===== src/hw/rtl/dast_pkg.sv =====
// ----------------------------------------------------------------------------
// dast_pkg
// Shared types and constants of the daily alarm schedule table: commands,
// status codes, the layout of one alarm slot and the compare unit's flags.
// ----------------------------------------------------------------------------
package dast_pkg;

  localparam int unsigned ENTRIES_DEF = 8;
  localparam int unsigned HOUR_W      = 5;
  localparam int unsigned MINUTE_W    = 6;
  localparam int unsigned DAY_W       = 9;
  localparam int unsigned SLOT_IN_W   = 4;
  localparam int unsigned SLOT_OUT_W  = 3;
  localparam int unsigned FIRE_CNT_W  = 4;

  localparam logic [HOUR_W-1:0]     MAX_HOUR   = HOUR_W'(23);
  localparam logic [MINUTE_W-1:0]   MAX_MINUTE = MINUTE_W'(59);
  localparam logic [FIRE_CNT_W-1:0] MAX_FIRE   = FIRE_CNT_W'(8);

  typedef enum logic [1:0] {
    CMD_ADD    = 2'd0,
    CMD_DELETE = 2'd1,
    CMD_TOGGLE = 2'd2,
    CMD_TICK   = 2'd3
  } cmd_e;

  typedef enum logic [1:0] {
    STS_OK       = 2'd0,
    STS_BAD_TIME = 2'd1,
    STS_FULL     = 2'd2,
    STS_BAD_IDX  = 2'd3
  } status_e;

  typedef struct packed {
    logic                active;
    logic                enabled;
    logic [HOUR_W-1:0]   hour;
    logic [MINUTE_W-1:0] minute;
    logic                turn_on;
    logic                fired;
  } alarm_t;

  // Flags from the shared compare unit for the slot under the scan pointer.
  typedef struct packed {
    logic free;
    logic hit;
  } cmp_t;

endpackage


===== src/hw/rtl/daily_alarm_schedule_table_unit.sv =====
// ----------------------------------------------------------------------------
// daily_alarm_schedule_table_unit
// Table of daily alarms with add, delete, toggle and time tick commands.
// ----------------------------------------------------------------------------
// Delete and toggle go from accept through an execute state to a done state
// that registers the result; add and a synced tick walk the slots through one
// compare unit, one slot a cycle, between those two states. A tick that fires
// several alarms also waits for each earlier result to be taken. The next
// transaction is accepted in the cycle after the last result is registered.
// Reset clears all slots, the stored day and the output register.
module daily_alarm_schedule_table_unit
  import dast_pkg::*;
#(
  parameter int unsigned ENTRIES = ENTRIES_DEF
) (
  input  logic        clk_i,
  input  logic        rst_ni,
  input  logic        s_axis_tvalid_i,
  output logic        s_axis_tready_o,
  // hour[4:0], minute[10:5], switch_on[11], slot_index[15:12],
  // day_of_year[24:16], clock_synced[25], zero fill [31:26]
  input  logic [31:0] s_axis_tdata_i,
  // cmd[1:0]
  input  logic [1:0]  s_axis_tuser_i,
  output logic        m_axis_tvalid_o,
  input  logic        m_axis_tready_i,
  // status[1:0], slot[4:2], fired[5], action_on[6], zero fill [7]
  output logic [7:0]  m_axis_tdata_o,
  output logic        m_axis_tlast_o
);

  localparam int unsigned IDX_W = (ENTRIES > 1) ? $clog2(ENTRIES) : 1;

  typedef enum logic [1:0] {
    ST_IDLE,
    ST_EXEC,
    ST_SCAN,
    ST_DONE
  } state_e;

  state_e                 state_q;
  alarm_t                 entries_q [ENTRIES];
  logic [DAY_W-1:0]       prev_day_q;
  logic                   prev_day_valid_q;

  cmd_e                   cmd_q;
  logic [HOUR_W-1:0]      hour_q;
  logic [MINUTE_W-1:0]    minute_q;
  logic                   switch_on_q;
  logic [SLOT_IN_W-1:0]   idx_q;
  logic [DAY_W-1:0]       day_q;
  logic                   synced_q;

  logic [IDX_W-1:0]       cnt_q;
  logic [FIRE_CNT_W-1:0]  fire_cnt_q;
  status_e                res_status_q;
  logic [SLOT_OUT_W-1:0]  res_slot_q;
  logic                   res_fired_q;
  logic                   res_action_q;

  logic                   m_valid_q;
  status_e                m_status_q;
  logic [SLOT_OUT_W-1:0]  m_slot_q;
  logic                   m_fired_q;
  logic                   m_action_q;
  logic                   m_last_q;

  alarm_t                 cur_entry;
  cmp_t                   cmp;
  logic                   out_free;
  logic                   cnt_last;
  logic                   hit_ok;
  logic                   idx_bad;
  logic [IDX_W-1:0]       idx_sel;
  logic                   m_load;

  assign cur_entry = entries_q[cnt_q];
  assign out_free  = !m_valid_q || m_axis_tready_i;
  assign cnt_last  = (cnt_q == IDX_W'(ENTRIES - 1));
  assign hit_ok    = cmp.hit && (fire_cnt_q != MAX_FIRE);
  assign idx_sel   = idx_q[IDX_W-1:0];
  assign idx_bad   = ({1'b0, idx_q} >= (SLOT_IN_W + 1)'(ENTRIES)) ||
                     !entries_q[idx_sel].active;
  // The output register loads the final result, or a held firing that a later
  // firing has shown not to be the final one.
  assign m_load    = out_free && ((state_q == ST_DONE) ||
                     (state_q == ST_SCAN && cmd_q != CMD_ADD && hit_ok && res_fired_q));

  dast_cmp u_cmp (
    .entry_i  (cur_entry),
    .hour_i   (hour_q),
    .minute_i (minute_q),
    .cmp_o    (cmp)
  );

  always_ff @(posedge clk_i or negedge rst_ni) begin
    if (!rst_ni) begin
      state_q          <= ST_IDLE;
      entries_q        <= '{default: '0};
      prev_day_q       <= '0;
      prev_day_valid_q <= 1'b0;
      cmd_q            <= CMD_ADD;
      hour_q           <= '0;
      minute_q         <= '0;
      switch_on_q      <= 1'b0;
      idx_q            <= '0;
      day_q            <= '0;
      synced_q         <= 1'b0;
      cnt_q            <= '0;
      fire_cnt_q       <= '0;
      res_status_q     <= STS_OK;
      res_slot_q       <= '0;
      res_fired_q      <= 1'b0;
      res_action_q     <= 1'b0;
      m_valid_q        <= 1'b0;
      m_status_q       <= STS_OK;
      m_slot_q         <= '0;
      m_fired_q        <= 1'b0;
      m_action_q       <= 1'b0;
      m_last_q         <= 1'b0;
    end else begin
      if (m_load) begin
        m_valid_q <= 1'b1;
      end else if (m_valid_q && m_axis_tready_i) begin
        m_valid_q <= 1'b0;
      end
      case (state_q)
        ST_IDLE: begin
          if (s_axis_tvalid_i) begin
            cmd_q       <= cmd_e'(s_axis_tuser_i);
            hour_q      <= s_axis_tdata_i[4:0];
            minute_q    <= s_axis_tdata_i[10:5];
            switch_on_q <= s_axis_tdata_i[11];
            idx_q       <= s_axis_tdata_i[15:12];
            day_q       <= s_axis_tdata_i[24:16];
            synced_q    <= s_axis_tdata_i[25];
            state_q     <= ST_EXEC;
          end
        end
        ST_EXEC: begin
          res_status_q <= STS_OK;
          res_slot_q   <= '0;
          res_fired_q  <= 1'b0;
          res_action_q <= 1'b0;
          cnt_q        <= '0;
          fire_cnt_q   <= '0;
          case (cmd_q)
            CMD_ADD: begin
              if (hour_q > MAX_HOUR || minute_q > MAX_MINUTE) begin
                res_status_q <= STS_BAD_TIME;
                state_q      <= ST_DONE;
              end else begin
                state_q <= ST_SCAN;
              end
            end
            CMD_DELETE, CMD_TOGGLE: begin
              if (idx_bad) begin
                res_status_q <= STS_BAD_IDX;
              end else if (cmd_q == CMD_DELETE) begin
                entries_q[idx_sel] <= '0;
              end else begin
                entries_q[idx_sel].enabled <= ~entries_q[idx_sel].enabled;
              end
              state_q <= ST_DONE;
            end
            CMD_TICK: begin
              if (!synced_q) begin
                state_q <= ST_DONE;
              end else begin
                // A new day re-arms every alarm before the scan.
                if (!prev_day_valid_q || prev_day_q != day_q) begin
                  prev_day_q       <= day_q;
                  prev_day_valid_q <= 1'b1;
                  for (int i = 0; i < ENTRIES; i++) begin
                    entries_q[i].fired <= 1'b0;
                  end
                end
                state_q <= ST_SCAN;
              end
            end
            default: state_q <= ST_DONE;
          endcase
        end
        ST_SCAN: begin
          if (cmd_q == CMD_ADD) begin
            if (cmp.free) begin
              entries_q[cnt_q] <= '{active: 1'b1, enabled: 1'b1, hour: hour_q,
                                    minute: minute_q, turn_on: switch_on_q,
                                    fired: 1'b0};
              res_slot_q <= SLOT_OUT_W'(cnt_q);
              state_q    <= ST_DONE;
            end else if (cnt_last) begin
              res_status_q <= STS_FULL;
              state_q      <= ST_DONE;
            end else begin
              cnt_q <= cnt_q + 1'b1;
            end
          end else if (!(hit_ok && res_fired_q && !out_free)) begin
            // The firing held in the result register goes out only once a
            // later firing proves it is not the final one.
            if (hit_ok) begin
              if (res_fired_q) begin
                m_status_q <= res_status_q;
                m_slot_q   <= res_slot_q;
                m_fired_q  <= 1'b1;
                m_action_q <= res_action_q;
                m_last_q   <= 1'b0;
              end
              res_slot_q             <= SLOT_OUT_W'(cnt_q);
              res_fired_q            <= 1'b1;
              res_action_q           <= cur_entry.turn_on;
              entries_q[cnt_q].fired <= 1'b1;
              fire_cnt_q             <= fire_cnt_q + 1'b1;
            end
            if (cnt_last) begin
              state_q <= ST_DONE;
            end else begin
              cnt_q <= cnt_q + 1'b1;
            end
          end
        end
        ST_DONE: begin
          if (out_free) begin
            m_status_q <= res_status_q;
            m_slot_q   <= res_slot_q;
            m_fired_q  <= res_fired_q;
            m_action_q <= res_action_q;
            m_last_q   <= 1'b1;
            state_q    <= ST_IDLE;
          end
        end
        default: state_q <= ST_IDLE;
      endcase
    end
  end

  assign s_axis_tready_o = (state_q == ST_IDLE);
  assign m_axis_tvalid_o = m_valid_q;
  assign m_axis_tdata_o  = {1'b0, m_action_q, m_fired_q, m_slot_q, m_status_q};
  assign m_axis_tlast_o  = m_last_q;

endmodule


===== src/hw/rtl/dast_cmp.sv =====
// ----------------------------------------------------------------------------
// dast_cmp
// Shared compare unit: checks one alarm slot for being free and for matching
// the current time as an armed, not yet fired alarm.
// ----------------------------------------------------------------------------
module dast_cmp
  import dast_pkg::*;
(
  input  alarm_t              entry_i,
  input  logic [HOUR_W-1:0]   hour_i,
  input  logic [MINUTE_W-1:0] minute_i,
  output cmp_t                cmp_o
);

  always_comb begin
    cmp_o.free = ~entry_i.active;
    cmp_o.hit  = entry_i.active && entry_i.enabled && !entry_i.fired &&
                 (entry_i.hour == hour_i) && (entry_i.minute == minute_i);
  end

endmodule


===== config.mk =====
export PLATFORM = sky130hd
export DESIGN_NAME = daily_alarm_schedule_table_unit
export DESIGN_NICKNAME = d
export VERILOG_FILES = /design/src/hw/rtl/dast_pkg.sv /design/src/hw/rtl/daily_alarm_schedule_table_unit.sv /design/src/hw/rtl/dast_cmp.sv
export SDC_FILE = /design/constraint.sdc
export NUM_CORES = 1
export LEC_CHECK = 0
export CORE_UTILIZATION = 41
export DETAILED_ROUTE_END_ITERATION = 6
export DONT_BUFFER_PORTS = 1
export PLACE_DENSITY = 0.58
export SYNTH_ARGS = -nofsm -noshare
export SYNTH_HDL_FRONTEND = slang
export SYNTH_HIERARCHICAL = 1
export SYNTH_SLANG_ARGS = --single-unit

===== constraint.sdc =====
create_clock -name clk_i -period 11.03 [get_ports clk_i]
set_input_delay 1.103 -clock clk_i [delete_from_list [all_inputs] [get_ports clk_i]]
set_output_delay 1.103 -clock clk_i [all_outputs]
set_load 0.1 [all_outputs]

### After elaboration in Yosys (flattened, before gate mapping)

Cells that the tools add are included.

| operators by class | value |
|---|---|
| reduce and logical (&&, ||, !) cells | 41 |
| $add $sub $neg | 2 |
| muxes and demuxes | 113 |
| $lt $le $gt $ge | 7 |
| eq/ne operators | 30 |
| bitwise gates (word level) | 5 |

Operators with widths:

| operator | count |
|---|---|
| $mux W120 | 6 |
| $bwmux W120 | 3 |
| $pmux W120 S2 | 1 |
| $demux W15 S3 | 4 |
| $mux W14 | 9 |
| $and A120 B120 Y120 | 1 |
| $not A120 Y120 | 1 |
| $bmux W15 S3 | 2 |
| $mux W15 | 6 |
| $mux W3 | 13 |
| $mux W2 | 15 |
| $mux W1 | 29 |
| $pmux W1 S2 | 13 |
| $ne A2 B2 Y1 const B | 9 |
| $pmux W3 S2 | 3 |
| $reduce_and A4 Y1 | 4 |
| $ne A3 B3 Y1 const B | 5 |
| $logic_and A1 B1 Y1 | 14 |
| $ge A4 B4 Y1 const B | 3 |
| $mux W4 | 3 |
| $pmux W2 S2 | 3 |
| $reduce_and A6 Y1 | 2 |
| $ne A3 B2 Y1 const B | 3 |
| $ne A9 B9 Y1 | 1 |
| other kinds (25) | 45 |

| word-level totals | value |
|---|---|
| word-level logic and storage cells | 268 |
| bits in registers | 183 |
| output and inout bits | 11 |

### Depth between registers and ports, before layout

Gate-level depths: netlist of the first run.

| logic depth | value |
|---|---|
| depth after elaboration | 14 |
| mapped depth | 15 |
| gate-level depth less buffers | 12 |

### By module

The synthesis of the first run kept the hierarchy.

By module, submodules not included:

| module | cells an instance | times used | seq. area each (um^2) | area an instance (um^2) |
|---|---|---|---|---|
| daily_alarm_schedule_table_unit | 787 | 1 | 4579.4 | 9067.4 |
| dast_cmp | 17 | 1 | 0.0 | 137.6 |

### Least setup slack after synthesis of the first run

OpenSTA, ideal clock, no wires.

| timing path | value |
|---|---|
| kind | flip-flop to flip-flop |
| start point | register cnt_q[2] |
| end point | register entries_q[30] (netlist bit) |
| period minus slack after synthesis | 3.738 ns |
| data required time | 10.906 ns |
| path buffers | 3 |
| stages on the path, launching flop included | 15 |
| setup slack | 7.292 ns |
| setup time | 0.124 ns |
| data arrival time | 3.614 ns |
| cell sequence | dfrtp_1 > clkbuf_1 > nor3b_1 > clkbuf_1 > clkbuf_1 > a22oi_1 > nand4_1 > xnor2_1 > nand4b_1 > nor4_2 > nor2b_1 > and4_1 > o221ai_1 > a311o_1 > a211o_1 |

RTL lines:

| element | line | source |
|---|---|---|
| from (decl) | daily_alarm_schedule_table_unit.sv:54 | `logic [IDX_W-1:0] cnt_q;` |
| from (signal assigned) | daily_alarm_schedule_table_unit.sv:196 | `cnt_q <= cnt_q + 1'b1;` |
| from (signal assigned) | daily_alarm_schedule_table_unit.sv:218 | `cnt_q <= cnt_q + 1'b1;` |
| to (signal, indexed assignment) | daily_alarm_schedule_table_unit.sv:187 | `entries_q[cnt_q] <= '{active: 1'b1, enabled: 1'b1, hour: hour_q,` |
| to (decl) | daily_alarm_schedule_table_unit.sv:42 | `alarm_t entries_q [ENTRIES];` |

==> results.toml, run 1 <==
[outcome]
status = "completed"

[die]
coreArea_um2 = 21890
die_w_um = 151.8
rows = 54
die_h_um = 151.8
die_area_um2 = 23050
start_util = 0.4205
io_pins = 49

[place]
hpwl_um = 14580
io_buffers = 0
gp_congestion = 0.8556

[power]
p_leak_nw = 4.055
intPower_mw = 1.632
p_clk_frac = 0.234
combPwrFrac = 0.356
vdd_ir_drop_max_mv = 0.1156
power.density_nw_per_um2 = 282.0
seqPwrFrac = 0.409
swShare = 0.4150
p_sw_mw = 1.158

[synth]
syn_nets = 854
synth_top_area_cell = "dfrtp_1"
muxShareOfSynthArea = 0.07055
synth_flop_cell = "dfrtp_1"
synth_top_family_by_area = "compound AO/OA/AOI/OAI gates"
synth-simple-area-share = 0.1081
synth-compound-area-share = 0.2328
synth_top_area_frac = 0.4975
yosys_register_bits = 183
async_reset_ff_frac = 1.000
synth-edff-count = 0
synth_adder_area_share = 0.01631
ys.warnings.count = 6
syn_inst = 804
ys_types = 66
yosysSeqAreaShare = 0.4975
synth_area_per_cell_um2 = 11.45
yosys-top-cells-area = "dfrtp_1 (50%), a32o_1 (11%), mux2_2 (5.9%)"
netlist_area_um2 = 9205
synthXorXnorAreaFrac = 0.01998

[finish]
register_area_um2 = 4579
final_common_cell = "dfrtp_1"
layout.nets = 803
area_growth_pct = 7.449
fillers = 1982
diodes = 0
multiInputGateArea_um2 = 4156
drive_gt1_frac = 0.1582
final_cell_mix = "dfrtp_1 (183), a32o_1 (98), a22oi_1 (52)"
utilization = 0.4518

[detailed_routing]
drc = 0
routedWlPerCell_um = 23.28
vias = 6920
drt-pass1-iter-count = 6
drt-total-wl_um = 24320
vias_per_cell = 6.622
antenna_left = 0
drtIter0Drc = 636

[setup_path]
crit_path_start = "cnt_q[0]"
slowest_delay_ns = 0.83
setup.worst_path.end_class = "flip-flop"
r2r_start = "cnt_q[0]"
start_kind = "flip-flop"
path_cells = "and3b_1, buf_4, a22o_1, a221oi_1, nand3_1, xnor2_1, nand4_1, nor4_2, nor2b_1, and4_1, o221ai_1, a311o_1, a211o_1"
cp.arrival_ns = 5.34
crit_required_ns = 11.35
path_class = "flip-flop to flip-flop"
cpMaxStageDelayCell = "and3b_1"
path_max_fanout = 19

[clocking]
cts_tree = "built"
clock_latency_ns = 0.44
hold_buffers = 0
cts_sinks = 183
post-cts-setup-buffers = 0
clk_pin_slew_ns = 0.08
cts_max_path_buffers = 2
cts-buffers-inserted = 17
ctsResizeCount = 0
htree_levels = 4
cts_root_buffer = "clkbuf_16"

[sta]
grt_setup_unrepaired = "no"
hold_violations = 0
slew_viol_final = 0
setup-tns-final_ns = 0
hold_slack_ns = 0.3593
fmax_mhz = 199.0
fin_crit_sh = 0.4556
worst_pin_slew_ns = 1.115
fin_skew_ns = 0.01191
relSlewSlack = 0.2566
setup_viol = 0
timing.final.crit_period_ns = 5.025

[global_routing]
grt.total_usage = 0.2179
grt_pass1_wl_um = 39670
grt_max_degree = 184
overflow = 0
antenna_found_initial = 0
grt_pass1_vias = 6984

[worst_hold_path]
hold_path_class = "input pin to async pin"

[flow_run]
max-cap-violations = 0
-- worst max-delay path, delay by kind of cell, from the launching register on --
kind,cells,cell delay [ns]
flip-flops,1,0.73
AO/OA/AOI/OAI,5,1.50
XOR/XNOR,1,0.13
AND/OR/NAND/NOR,6,2.15
buffers and inverters,1,0.37
-- registers in the layout, summed over array words and instances, names as in the netlist --
signal and cells:
entries_q 120, day_q 9, prev_day_q 9, minute_q 6, hour_q 5, fire_cnt_q 4
idx_q 4, cnt_q 3, m_slot_q 3, res_slot_q 3, cmd_q 2, m_status_q 2
res_status_q 2, state_q 2, m_action_q 1, m_axis_tlast_o 1, m_axis_tvalid_o 1, m_fired_q 1
prev_day_valid_q 1, res_action_q 1, res_fired_q 1, switch_on_q 1, synced_q 1
-- cells by family after synthesis --
kind of cell               Yosys count
buffers and inverters              103
AOI/OAI and AO/OA                  254
adders and majority gates           12
xor gates and xnor gates            21
DFF                                183
muxes                               57
and+or+nand+nor                    173
other                                1
-- path summary, 6_finish.rpt --
path                       slack [ns]       endpoint  depth (start not counted)
min in group clk_i               0.49  entries_q[46]                          1
min                              0.36  entries_q[18]                          0
max in group asynchronous       10.39   entries_q[0]                          0
max reg2reg                      6.01  entries_q[45]                         13
min reg2reg                      0.49  entries_q[46]                          1
max                              6.01  entries_q[45]                         13
-- area by class of cell --
| class | count | area share |
|---|---|---|
| inverters | 20 | 0.007590 |
| flip-flops and latches | 183 | 0.4630 |
| well taps | 280 | 0.03542 |
| clock buffers | 17 | 0.04301 |
| clock inverters | 14 | 0.02087 |
| multi-input cells | 518 | 0.4202 |
| repair buffers | 13 | 0.009867 |
-- power groups by stage --
stage	clock (mW)	combinational [mW]	sequential, mW
4_1_cts	0.669	0.985	1.14
5_1_grt	0.696	1.08	1.18
2_1_floorplan	0	0.883	1.02
3_5_place_dp	0	0.983	1.15
3_3_place_gp	0	0.950	1.14
6_report	0.654	0.993	1.14
-- per-stage QoR --
step	power (mW)	worst slack, ns	instance area, µm²	cells
4_1_cts	2.795	6.026	9891	1045
5_1_grt	2.953	5.694	9891	1045
2_1_floorplan	1.906	7.292	9205	804
6_report	2.789	6.005	9891	1045
3_5_place_dp	2.136	6.051	9259	1014
3_3_place_gp	2.088	6.154	9259	1014
-- synthesized netlist by cell type, types with 5 or more instances --
cell,count
buf_6,8
buf_4,13
buf_1,9
o41ai_1,7
nand3_2,8
o31ai_1,7
nor2b_1,12
nor3b_1,5
nand3_1,27
nor2_1,14
mux2i_1,6
a21oi_1,10
a22o_1,15
o21ai_0,22
nand2_1,37
a32o_1,98
mux2_2,48
inv_1,20
dfrtp_1,183
nand2b_1,11
nand4_1,20
and2_1,7
o211ai_1,7
nand3b_1,5
ha_1,12
clkbuf_1,49
xnor2_1,20
a22oi_1,52
-- metal layers --
| layer | GRT usage | vias up | share of wire |
|---|---|---|---|
| li1 | - | 3027 | - |
| met1 | 0.2958 | 3615 | 0.43 |
| met2 | 0.3502 | 242 | 0.49 |
| met3 | 0.04991 | 36 | 0.065 |
| met4 | 0.05762 | 0 | 0.016 |
| met5 | 0 | - | 0 |
Note: power is estimated with default switching activity, not from simulation.
==> inputs of run 2 (changes only) <==
==> constraint.sdc (replaced) <==
create_clock -name clk_i -period 4.7 [get_ports clk_i]
set_input_delay 0.47 -clock clk_i [delete_from_list [all_inputs] [get_ports clk_i]]
set_output_delay 0.47 -clock clk_i [all_outputs]
set_load 0.1 [all_outputs]
==> results.toml, run 2 (same netlist as run 1, synthesis figures left out) <==
[place]
pre_cts_slack_ns = 0.5645
gp_congestion = 0.8853
placed_area_um2 = 9524
io_buffers = 0
hpwl_um = 15530

[clocking]
htree_levels = 4
cts_tree = "built"
post-cts-setup-buffers = 0
cts_root_buffer = "clkbuf_16"
cts-buffers-inserted = 17
clock_latency_ns = 0.43
cts_max_path_buffers = 2
clk_pin_slew_ns = 0.07
cts_sinks = 183

[sta]
relSlewSlack = 0.3758
fmax_mhz = 237.5
layout_setup_ws_ns = 0.4898
fin_crit_sh = 0.8958
hold_violations = 183
setup-tns-final_ns = 0
hold_slack_ns = -0.2629
timing.final.crit_period_ns = 4.210
slew_viol_final = 0
worst_pin_slew_ns = 0.9364
grt_setup_unrepaired = "no"
fin_skew_ns = 0.009548
setup_viol = 0

[finish]
drive_gt1_frac = 0.1866
final_common_cell = "dfrtp_1"
utilization = 0.4626
final_cell_mix = "dfrtp_1 (183), a32o_1 (98), a22oi_1 (52)"
postLayoutCellArea_um2 = 10130
top_register = "entries_q"
diodes = 0
largest_reg_flops = 120
top_regs = "entries_q x120, day_q x9, prev_day_q x9"
area_growth_pct = 10.00
layout.nets = 830

[worst_hold_path]
hold_path_class = "input pin to async pin"

[power]
swShare = 0.4138
seqPwrFrac = 0.410
combPwrFrac = 0.370
intPower_mw = 3.836
finalPower_mw = 6.544
power.density_nw_per_um2 = 646.3
vdd_ir_drop_max_mv = 0.3225
p_clk_frac = 0.220
p_leak_nw = 4.189
p_sw_mw = 2.708

[flow_run]
max-cap-violations = 0

[die]
die_h_um = 151.8
rows = 54
io_pins = 49
die_area_um2 = 23050
die_w_um = 151.8
start_util = 0.4205
coreArea_um2 = 21890

[detailed_routing]
drc = 0
drtIter0Drc = 759
vias = 6945
vias_per_cell = 6.473
routedWlPerCell_um = 22.65
drt-total-wl_um = 24300
antenna_left = 0
drt-pass1-iter-count = 6

[global_routing]
antenna_found_initial = 0
grt_max_degree = 184
grt_pass1_vias = 7320
grt.total_usage = 0.2205
grt_pass1_wl_um = 40300
overflow = 0

[setup_path]
setup.worst_path.end_class = "flip-flop"
r2r_cells = 14
path_max_fanout = 13
r2r_start = "cnt_q[1]"
rrSetupSlack_ns = 0.49
cp.arrival_ns = 4.50
crit_required_ns = 4.99
r2r_end = "entries_q[60]"
start_kind = "flip-flop"
path_class = "flip-flop to flip-flop"

[outcome]
status = "finished with violations"
violations = "hold timing"
[run 2: changes by cell type in the layout (fill, tap and decap cells not counted), sizes merged]
cell	previous run	this run
clkinvlp	2	1
buf	13	40
clkinv	2	3
bufinv	3	1
clkbuf	17	21
inv	27	26
[run 2: critical path, stage by stage (launching register included)]
cell      delay (ns)
dfrtp_1         0.65
and3b_1         0.49
buf_4           0.30
buf_4           0.16
a22oi_1         0.21
nand4_1         0.12
nand4b_1        0.26
nor4_2          0.37
buf_4           0.18
nor2b_1         0.16
and4_1          0.24
o221ai_1        0.17
buf_4           0.22
o41ai_1         0.37
o211ai_1        0.16
[run 2: stage by stage]
stage                     instances  hold slack [ns]
final                          1073          -0.2629
after global placement         1041           0.1905
after floorplan                 804           0.1744
after CTS                      1073          -0.2783
after global routing           1073          -0.2982
after detailed placement       1041           0.1898
[run 2: per-layer routing]
metal  vias up  track usage  routed length, µm
met3        31      0.04421               1533
li1       3076            -                  -
met2       247       0.3656              11880
met4         0      0.07048                386
met5         -            0                  0
met1      3591       0.2893              10500
[run 2: power groups by stage]
stage	registers [mW]	logic, mW	clock network, mW
floorplan	2.40	2.07	0
global placement	2.67	2.33	0
detailed placement	2.70	2.39	0
CTS	2.67	2.40	1.49
global route	2.75	2.65	1.55
finish	2.68	2.42	1.44
[run 2: worst max-delay path by stage]
stage	from	endpoint	slack [ns]
floorplan	cnt_q[2]	entries_q[30]	0.96
global placement	cnt_q[1]	entries_q[45]	0.61
detailed placement	cnt_q[1]	entries_q[30]	0.56
CTS	cnt_q[1]	entries_q[30]	0.55
global route	cnt_q[1]	entries_q[60]	0.21
finish	cnt_q[1]	entries_q[60]	0.49
[run 2: timing repair]
| action | CTS | global route |
|---|---|---|
| setup endpoints to repair | 0 | 0 |
| endpoints found under the hold margin | 183 | 183 |
| gates resized for setup | 0 | 0 |
[run 2: area by class of cell]
class                      count  area [µm²]
fill                        1984       11770
sequential                   183        4579
multi-input combinational    518        4156
clock buffer                  21       470.5
timing repair buffer          40       362.8
tap                          280       350.3
clock inverter                11       131.4
inverter                      20       75.07
